$ cat src/design/ac_zc_pkg.sv
`timescale 1ns / 1ps
// ---------------------------------------------------------------------------
// ac_zc_pkg
// Shared types and constants of the zero-crossing frequency and RMS meter.
// ---------------------------------------------------------------------------
package ac_zc_pkg;

  localparam int COUNT_WIDTH_DEF = 16;

  // register map, word index
  localparam logic [2:0] REG_ZERO_OFFSET = 3'd0;
  localparam logic [2:0] REG_VOLTS_PER   = 3'd1;
  localparam logic [2:0] REG_BIAS        = 3'd2;
  localparam logic [2:0] REG_TICK_WRAP   = 3'd3;
  localparam logic [2:0] REG_TICK_RATE   = 3'd4;

  localparam logic [31:0] ZERO_OFFSET_RST = 32'd2150484306;
  localparam logic [31:0] VOLTS_PER_RST   = 32'd4434752;
  localparam logic [31:0] BIAS_RST        = 32'hFFFF_FC6F;  // -913
  localparam logic [16:0] TICK_WRAP_RST   = 17'd50000;
  localparam logic [19:0] TICK_RATE_RST   = 20'd50000;

  localparam int DIV_DW = 33;  // divisor / remainder width

  typedef struct packed {
    logic [31:0] zero_offset;
    logic [31:0] volts_per;
    logic [31:0] bias;
    logic [16:0] tick_wrap;
    logic [19:0] tick_rate;
  } cfg_t;

  typedef enum logic [1:0] {
    DIV_FRAC,
    DIV_FREQ,
    DIV_RMS
  } div_sel_t;

  typedef enum logic [4:0] {
    S_IDLE,
    S_CONV1,
    S_CONV2,
    S_CONV3,
    S_CHECK,
    S_FRAC_LD,
    S_FRAC_RUN,
    S_PERIOD,
    S_FREQ_LD,
    S_FREQ_RUN,
    S_FREQ_TAKE,
    S_RMS_LD,
    S_RMS_RUN,
    S_SQRT_LD,
    S_SQRT_RUN,
    S_RMS_TAKE,
    S_EMIT,
    S_ACC
  } state_t;

  typedef struct packed {
    logic     load_in;
    logic     upd_peak;
    logic     div_start;
    div_sel_t div_sel;
    logic     per_load;
    logic     freq_sat;
    logic     freq_take;
    logic     rms_zero;
    logic     sqrt_start;
    logic     rms_take;
    logic     emit;
    logic     acc;
  } cmd_t;

  typedef struct packed {
    logic crossing;
    logic period_pos;
    logic count_nz;
    logic div_busy;
    logic sqrt_busy;
    logic out_free;
  } sts_t;

endpackage

$ cat src/design/ac_zc_ctrl.sv
`timescale 1ns / 1ps
// ---------------------------------------------------------------------------
// ac_zc_ctrl
// Sequencer: conversion, crossing math, divide/sqrt passes, emit, accumulate.
// ---------------------------------------------------------------------------
module ac_zc_ctrl (
  input  logic              clk,
  input  logic              rst,
  input  logic              in_valid,
  output logic              in_ready,
  input  ac_zc_pkg::sts_t   sts,
  output ac_zc_pkg::cmd_t   cmd
);
  import ac_zc_pkg::*;

  state_t state;
  state_t state_next;

  always_ff @(posedge clk) begin
    if (rst) begin
      state <= S_IDLE;
    end else begin
      state <= state_next;
    end
  end

  always_comb begin
    state_next = state;
    cmd        = '0;
    cmd.div_sel = DIV_FRAC;
    in_ready   = 1'b0;
    case (state)
      S_IDLE: begin
        in_ready = 1'b1;
        if (in_valid) begin
          cmd.load_in = 1'b1;
          state_next  = S_CONV1;
        end
      end
      S_CONV1: state_next = S_CONV2;
      S_CONV2: state_next = S_CONV3;
      S_CONV3: state_next = S_CHECK;
      S_CHECK: begin
        cmd.upd_peak = 1'b1;
        state_next   = sts.crossing ? S_FRAC_LD : S_ACC;
      end
      S_FRAC_LD: begin
        cmd.div_start = 1'b1;
        cmd.div_sel   = DIV_FRAC;
        state_next    = S_FRAC_RUN;
      end
      S_FRAC_RUN: begin
        if (!sts.div_busy) state_next = S_PERIOD;
      end
      S_PERIOD: begin
        cmd.per_load = 1'b1;
        state_next   = S_FREQ_LD;
      end
      S_FREQ_LD: begin
        if (sts.period_pos) begin
          cmd.div_start = 1'b1;
          cmd.div_sel   = DIV_FREQ;
          state_next    = S_FREQ_RUN;
        end else begin
          cmd.freq_sat = 1'b1;
          state_next   = S_RMS_LD;
        end
      end
      S_FREQ_RUN: begin
        if (!sts.div_busy) state_next = S_FREQ_TAKE;
      end
      S_FREQ_TAKE: begin
        cmd.freq_take = 1'b1;
        state_next    = S_RMS_LD;
      end
      S_RMS_LD: begin
        if (sts.count_nz) begin
          cmd.div_start = 1'b1;
          cmd.div_sel   = DIV_RMS;
          state_next    = S_RMS_RUN;
        end else begin
          cmd.rms_zero = 1'b1;
          state_next   = S_EMIT;
        end
      end
      S_RMS_RUN: begin
        if (!sts.div_busy) state_next = S_SQRT_LD;
      end
      S_SQRT_LD: begin
        cmd.sqrt_start = 1'b1;
        state_next     = S_SQRT_RUN;
      end
      S_SQRT_RUN: begin
        if (!sts.sqrt_busy) state_next = S_RMS_TAKE;
      end
      S_RMS_TAKE: begin
        cmd.rms_take = 1'b1;
        state_next   = S_EMIT;
      end
      S_EMIT: begin
        if (sts.out_free) begin
          cmd.emit   = 1'b1;
          state_next = S_ACC;
        end
      end
      S_ACC: begin
        cmd.acc    = 1'b1;
        state_next = S_IDLE;
      end
      default: state_next = S_IDLE;
    endcase
  end

endmodule

$ cat config.mk
export PLATFORM = sky130hd
export DESIGN_NAME = ac_zc_ctrl
export DESIGN_NICKNAME = d
export VERILOG_FILES = /design/src/design/ac_zc_pkg.sv /design/src/design/ac_zc_ctrl.sv
export SDC_FILE = /design/constraint.sdc
export NUM_CORES = 1
export LEC_CHECK = 0
export ABC_AREA = 1
export BUFFER_PORTS_ARGS = -buffer_cell sky130_fd_sc_hd__buf_2
export CAP_MARGIN = 10
export CELL_PAD_IN_SITES_DETAIL_PLACEMENT = 1
export CELL_PAD_IN_SITES_GLOBAL_PLACEMENT = 1
export CORE_MARGIN = 2
export CORE_UTILIZATION = 28
export DETAILED_ROUTE_END_ITERATION = 8
export PLACE_DENSITY_LB_ADDON = 0.1
export SETUP_SLACK_MARGIN = 0.02
export SLEW_MARGIN = 20
export SYNTH_ARGS = -nofsm -noshare
export SYNTH_HDL_FRONTEND = slang
export SYNTH_SLANG_ARGS = --single-unit
$ cat constraint.sdc
create_clock -name clk -period 1.36 [get_ports clk]
set_input_delay 0.136 -clock clk [delete_from_list [all_inputs] [get_ports clk]]
set_output_delay 0.136 -clock clk [all_outputs]
set_load 0.005 [all_outputs]
==> metrics.md, run 1 <==
| Metric | Value |
|---|---|
| Post-synthesis compound-gate area fraction | 0.0825 |
| Fill cell count | around 230 |
| CP max stage cell | dfxtp_4 |
| Final Worst Setup Slack | -0.153 ns |
| Syn_nets | 99 |
| Rows | 15 |
| Slew Viols, Final | 0 |
| Setup violators final | 11 |
| Overall Global Routing Usage | 0.214 |
| Multi-input logic area | 404 sq um |
| Vias in the first global route | 681 |
| RSZ-0062 raised after global routing | true |
| Worst Hold Endpoint | state[1]$_SDFFE_PP0P_ |
| Yosys warnings | 0 |
| Leading area contributor after synthesis | dfxtp_1 |
| Crit-path cells | buf_6, nand3_4, inv_2, nand2_4, nor2_4, or3_1, buf_2 |
| Adder-cell share of the synthesized area | 0 |
| CTS tree | done |
| Core area | between 1500 and 2000 sq um |
| WP data required | between 1 and 1.5 ns |
| Post-synth top area share | 0.200 |
| Crit end category | output pin |
| Combinational power share | 0.485 |
| Starting Density | 0.293 |
| Clk_skew | 0.0000761 ns |
| DR top layer | met4 |
| Post-synthesis sequential element count | 5 |
| Final antenna-violating net count | 0 |
| Post-Syn Instances | 90 |
| XOR/XNOR Fraction of Synth Area | 0 |
| Ant diodes | 0 |
| CTS max path bufs | 2 |
| Htree depth | 1 |
| P_int | between 0.4 and 0.5 mW |
| P_sw | 0.302 mW |
| Clk sinks | 5 |
| Share of cells above drive strength 1 | 0.599 |
| Max Cap Viol | 0 |
| CTS Buf Count | 3 |
| Port Buffers | 22 |
| Register-to-register setup slack | -0.01 ns |
| Most instantiated cells after synthesis | 18 x nand2_1, 15 x nor2_1, 11 x inv_1 |
| Largest family of logic cells by synthesized area | simple AND/OR/NAND/NOR gates |
| Mux share of post-synthesis cell area | 0 |
| PD cells | 787 nW/um^2 |
| Fin. Hold Viols | 0 |
| Rel. slew slack | 0.845 |
| Power, Total | about 0.74 mW |
| Clock share of power | 0.257 |
| Area delta synth->final | 86.7% |
| Netlist cell types | 17 |
| VDD IR max | 0.387 mV |
| GRT overflow | 0 |
| Via Count | 749 |
| CP delay by family, top | simple AND/OR/NAND/NOR gates |
| Clock latency at the later pin of the worst-skew pair | 0.26 ns |
| Initial DRC count | 6 |
| DRC | 0 |
| Worst r2r src | state[3]$_SDFFE_PP0P_ |
| Worst R2R End | state[0]$_SDFFE_PP0P_ |
| CTS root buffer | clkbuf_4 |
| Seq pwr share | 0.258 |
| Tmin final | 1.51 ns |
| Min-Delay Startpoint | rst |
| Critical Path Source Type | register |
| Post-synth EDFFs | 0 |
| Hold path depth | 2 |
| Syn Area/Cell | 5.56 sq um |
| Worst-Margin Slew | 0.232 ns |
| Finished Cell Area | 935 sq um |
| Final setup TNS | -0.466 ns |
| Sum of buffers and inverters on the critical path | 3 |
| Dpl hpwl | around 1600 microns |
| Metal2 WL | 1100 microns |
| Crit path kind | reg2out |
| Worst hold path class | in2reg |
| Worst Path Arrival | ~1.4 ns |
| Reg2Reg Depth | 9 |
| Clock slew at reported path FFs | 0.05 ns |
| Largest net degree at the start of global routing | 9 |
| Most used DFF post-synth | dfxtp_1 |
| Leak | 0.539 nW |
| # hold bufs at CTS | 0 |
| I/O pins | 23 |
| Register bank with the most flops | state |
| Die Ht | 46.3 microns |
| Sw frac | 0.410 |
| Highest Clock Rate | about 660 MHz |
| DR WL met3 | 87 microns |
| Routability cong. | roughly 0.85 |
| DIE AREA | 2140 sq um |
| FF+latch area | 114 sq um |
| Async set-reset flop share out of synthesis | 0 |
| Met1 WL | 987 microns |
| Seq/Total Area, Yosys | 0.200 |
| Max incr delay on CP | about 0.35 ns |
| Number of antenna violations at the first check in global routing | 0 |
| Fin crit share | 1.11 |
| Failing checks | setup timing |
| Via/cell ratio | approximately 4.6 |
| Pre-Repair DR Iteration Count | 4 |
| DP Area | roughly 700 sq um |
| Final nets | between 100 and 150 |
| WL/cell | 13.7 microns |
| Largest registers | state x5 |
| Largest register FFs | 5 |
| Most common cell in the netlist | nand2_1 |
| Die W | 46.3 microns |
| Synth top area cells | dfxtp_1 20%, nand2_1 14%, nor2_1 11% |
| Worst Path Max Fanout | 3 |
| Area of the mapped netlist | ~500 sq um |
| Outcome | finished with violations |
| Detailed Route WL | 2210 microns |
| First-pass GRT wire length | 3130 microns |
| Simple-Gate Fraction of Synth Area | 0.582 |
## metal layers
metal / global-route usage / vias to the layer above
met5: 0 / -
met1: 0.254 / 350
met2: 0.361 / 16
met4: 0.0571 / 0
li1: - / 377
met3: 0.0745 / 6
## layout make-up
type	instances	area share
repair buffers	43	0.307
flip-flops and latches	5	0.122
well taps	25	0.0335
multi-input cells	67	0.432
inverters	18	0.0776
clock buffers	4	0.0281
## worst max-delay path by stage
stage	cells after the start	end	slack, ns	start
6_report	7	cmd[10]	-0.15	state[1]$_SDFFE_PP0P_
3_5_place_dp	6	state[4]$_SDFFE_PP0P_	0.01	state[1]$_SDFFE_PP0P_
2_1_floorplan	4	cmd[10]	0.17	state[2]$_SDFFE_PP0P_
3_3_place_gp	5	cmd[10]	0.04	state[2]$_SDFFE_PP0P_
4_1_cts	7	cmd[10]	-0.15	state[1]$_SDFFE_PP0P_
5_1_grt	6	cmd[10]	-0.21	state[2]$_SDFFE_PP0P_
## cells in the final DEF, fill, tap and decap left out, types with 2 or more instances in the layout
cell type / n
nand2_2: 4
inv_1: 11
nand2_1: 15
dfxtp_4: 3
nand3_1: 6
dfxtp_2: 2
a21oi_2: 2
a21oi_1: 4
nor2_1: 11
nor2_2: 6
nand3_2: 4
buf_4: 16
inv_4: 2
buf_6: 5
clkbuf_4: 3
nor2_4: 5
nand4_1: 3
buf_2: 22
inv_2: 5
## cells by family after synthesis
logic type             after synthesis
DFF                                  5
AOI/OAI and AO/OA                    8
buffers and inverters               18
and+or+nand+nor                     59
## metrics by stage
| stage | setup slack (ns) | std cells | util | hold WS (ns) |
|---|---|---|---|---|
| 2_1_floorplan | 0.166 | 90 | - | 0.205 |
| 3_3_place_gp | 0.0428 | 147 | 0.420 | 0.379 |
| 3_5_place_dp | 0.0103 | 147 | 0.420 | 0.372 |
| 4_1_cts | -0.148 | 155 | 0.479 | 0.107 |
| 5_1_grt | -0.209 | 162 | 0.547 | 0.101 |
| 6_report | -0.153 | 162 | 0.547 | 0.0977 |
## repair_timing
action / 4_1_cts / 5_1_grt
setup buffers: 4 / 7
setup endpoints to repair: 16 / 18
pin swaps: 1 / 3
gates resized for setup: 15 / 18
## power by group through the flow
stage	sequential [mW]	clock (mW)	combinational, mW
2_1_floorplan	0.182	0	0.146
3_3_place_gp	0.180	0	0.259
3_5_place_dp	0.183	0	0.265
4_1_cts	0.191	0.187	0.282
5_1_grt	0.191	0.206	0.393
6_report	0.190	0.189	0.357
(Power assumes the default switching activity.)
==> inputs of run 2 (changes only) <==
==> constraint.sdc (replaced) <==
create_clock -name clk -period 1.5 [get_ports clk]
set_input_delay 0.15 -clock clk [delete_from_list [all_inputs] [get_ports clk]]
set_output_delay 0.15 -clock clk [all_outputs]
set_load 0.005 [all_outputs]
==> run 2 against run 1 <==
  * Utilization down 7.0 points
  * First-iteration DRC count down 33%
  * Worst setup slack improved by 0.19 ns
  * Largest power group unchanged
  * Worst hold slack better by 0.047 ns
  * Non-clock buffer count shrank 13
  * The run now ends clean
  * Sequential share of layout area up 2.4 points
  * Total power is 19% lower
  * Sequential power is 5% lower
==> metrics.md, run 2 (synthesis gave the netlist of run 1 again) <==
| Metric | Value |
|---|---|
| Clock slew at reported path FFs | 0.05 ns (about the same) |
| Pre-Repair DR Iteration Count | 4 (unchanged) |
| Fin cells | 149 (-8.0%) |
| Dpl cells | 137 (-6.8%) |
| Power, Total | 0.597 mW (-19%) |
| Core area | 1710 sq um (unchanged) |
| Htree depth | 1 (unchanged) |
| VDD IR max | 0.564 mV (+46%) |
| Combinational power share | 0.436 (-0.049) |
| Clock latency at the later pin of the worst-skew pair | 0.24 ns (-0.02 ns) |
| Die W | 46.3 microns (unchanged) |
| Vias in the first global route | 664 (-2.5%) |
| Port Buffers | 22 (unchanged) |
| CTS root buffer | clkbuf_4 |
| Crit end category | output pin |
| Tmin final | 1.46 ns |
| Crit-path cells | nor2_4, nand3_4, nor2_2, or3_1, buf_2 |
| Final hold slack | 0.144 ns (+0.0465 ns) |
| Sw frac | 0.412 (+0.00201) |
| Dpl hpwl | 1300 microns (-17%) |
| Largest register FFs | 5 (unchanged) |
| Starting Density | 0.293 (unchanged) |
| Via/cell ratio | 4.83 (+4.4%) |
| Area delta synth->final | 62.7% |
| CP max stage cell | dfxtp_4 |
| Final design utilization | 0.477 (-0.0703) |
| Final antenna-violating net count | 0 (unchanged) |
| Clk_skew | 0.00555 ns (+0.00547 ns) |
| CP delay by family, top | simple AND/OR/NAND/NOR gates |
| Max incr delay on CP | 0.39 ns (+0.04 ns) |
| Seq pwr share | 0.303 (+0.045) |
| WL/cell | 13.0 microns (-4.8%) |
| Share of cells above drive strength 1 | 0.508 (-0.0905) |
| Final setup TNS | 0 ns (+0.466 ns) |
| Critical Path Source Type | register |
| Most common cell after layout, fill and taps aside | buf_2 |
| Worst Path Arrival | 1.31 ns (-0.07 ns) |
| Rel. slew slack | 0.822 (-0.0236) |
| Largest registers | state x5 |
| CTS max path bufs | 2 (unchanged) |
| Fin crit share | 0.976 |
| P_int | 0.351 mW (-19%) |
| Final nets | 134 (-8.8%) |
| CTS tree | done |
| Fin. Hold Viols | 0 (unchanged) |
| Most frequent cells in the layout | 22 x buf_2, 17 x nand2_1, 12 x nor2_1 |
| Leak | 0.465 nW (-14%) |
| Initial DRC count | 4 (-2) |
| Setup violators final | 0 (-11) |
| Worst hold path class | in2reg |
| I/O pins | 23 (unchanged) |
| P_sw | 0.246 mW (-18%) |
| Crit path kind | reg2out |
| Largest net degree at the start of global routing | 11 (+2) |
| Routability cong. | 0.822 (-3.1%) |
| DIE AREA | 2140 sq um (unchanged) |
| Fill cell count | 249 (+6.9%) |
| GRT overflow | 0 (unchanged) |
| Max Cap Viol | 0 (unchanged) |
| DRC | 0 (unchanged) |
| Worst-Margin Slew | 0.267 ns (+0.0353 ns) |
| WP data required | 1.35 ns (+0.13 ns) |
| First-pass GRT wire length | 2750 microns (-12%) |
| Slew Viols, Final | 0 (unchanged) |
| Clock share of power | 0.261 (+0.004) |
| Sum of buffers and inverters on the critical path | 1 (-2) |
| Ant diodes | 0 (unchanged) |
| Detailed Route WL | 1940 microns (-12%) |
| PD cells | 732 nW/um^2 (-6.9%) |
| Number of antenna violations at the first check in global routing | 0 (unchanged) |
| Worst Path Max Fanout | 8 (+5) |
| Die Ht | 46.3 microns (unchanged) |
| Overall Global Routing Usage | 0.183 (-0.0311) |
| CTS Buf Count | 3 (unchanged) |
| Highest Clock Rate | 683 MHz |
| RSZ-0062 raised after global routing | true |
| Via Count | 719 (-4.0%) |
| Outcome | completed |
| Rows | 15 (unchanged) |
| Register bank with the most flops | state |
| Clk sinks | 5 (unchanged) |
[run 2: worst reg2reg max path, cell delays in order (launching register included)]
cell     delay (ns)
dfxtp_4        0.40
inv_4          0.05
nor2_4         0.17
buf_4          0.16
nand3_1        0.09
a21oi_1        0.13
nor2_1         0.07
nand2_1        0.07
a21oi_1        0.06
[run 2: per-layer routing]
metal / global-route usage / vias to the layer above / share of wire
met1: 0.214 / 343 / 0.40
li1: - / 357 / -
met3: 0.0667 / 2 / 0.042
met4: 0.0514 / 0 / 0.0072
met5: 0 / - / 0
met2: 0.308 / 17 / 0.55
[run 2: what timing repair did]
| action | in CTS | in global routing |
|---|---|---|
| hold buffers | 0 | 0 |
| buffers inserted | 5 | 3 |
| hold endpoints to repair | 0 | 0 |
| pin swaps | 3 | 5 |
| resized for setup | 18 | 10 |
| endpoints found under the setup margin | 6 | 3 |
[run 2: final cells by class]
class | instances | area, sq um | share of cell area
Tap cell | 25 | 31.3 | 0.0384
Multi-Input combinational cell | 67 | 388 | 0.476
Sequential cell | 5 | 119 | 0.146
Clock buffer | 4 | 26.3 | 0.0323
Inverter | 18 | 80.1 | 0.0983
Timing Repair Buffer | 30 | 170 | 0.209
[run 2: power by group through the flow]
stage               Sequential (mW)  Clock (mW)  Combinational [mW]
finish                        0.181       0.155               0.260
global route                  0.182       0.175               0.292
CTS                           0.175       0.152               0.224
detailed placement            0.167           0               0.197
global placement              0.166           0               0.195
floorplan                     0.165           0               0.133
[run 2: worst paths after layout]
check                                      startpoint                    end  slack [ns]  cells past startpoint
worst max-delay path            state[1]$_SDFFE_PP0P_                cmd[10]        0.04                      5
worst min-delay path                              rst  state[0]$_SDFFE_PP0P_        0.14                      2
worst max register to register  state[3]$_SDFFE_PP0P_  state[0]$_SDFFE_PP0P_        0.20                      8
worst min register to register  state[3]$_SDFFE_PP0P_  state[3]$_SDFFE_PP0P_        0.57                      2
[run 2: per-stage QoR]
stage | cell area (sq um) | worst slack (ns)
after global routing | 815 | -0.0205
final | 815 | 0.0362
after CTS | 754 | 0.0267
after global placement | 642 | 0.0460
after floorplan | 500 | 0.292
after detailed placement | 642 | 0.0530
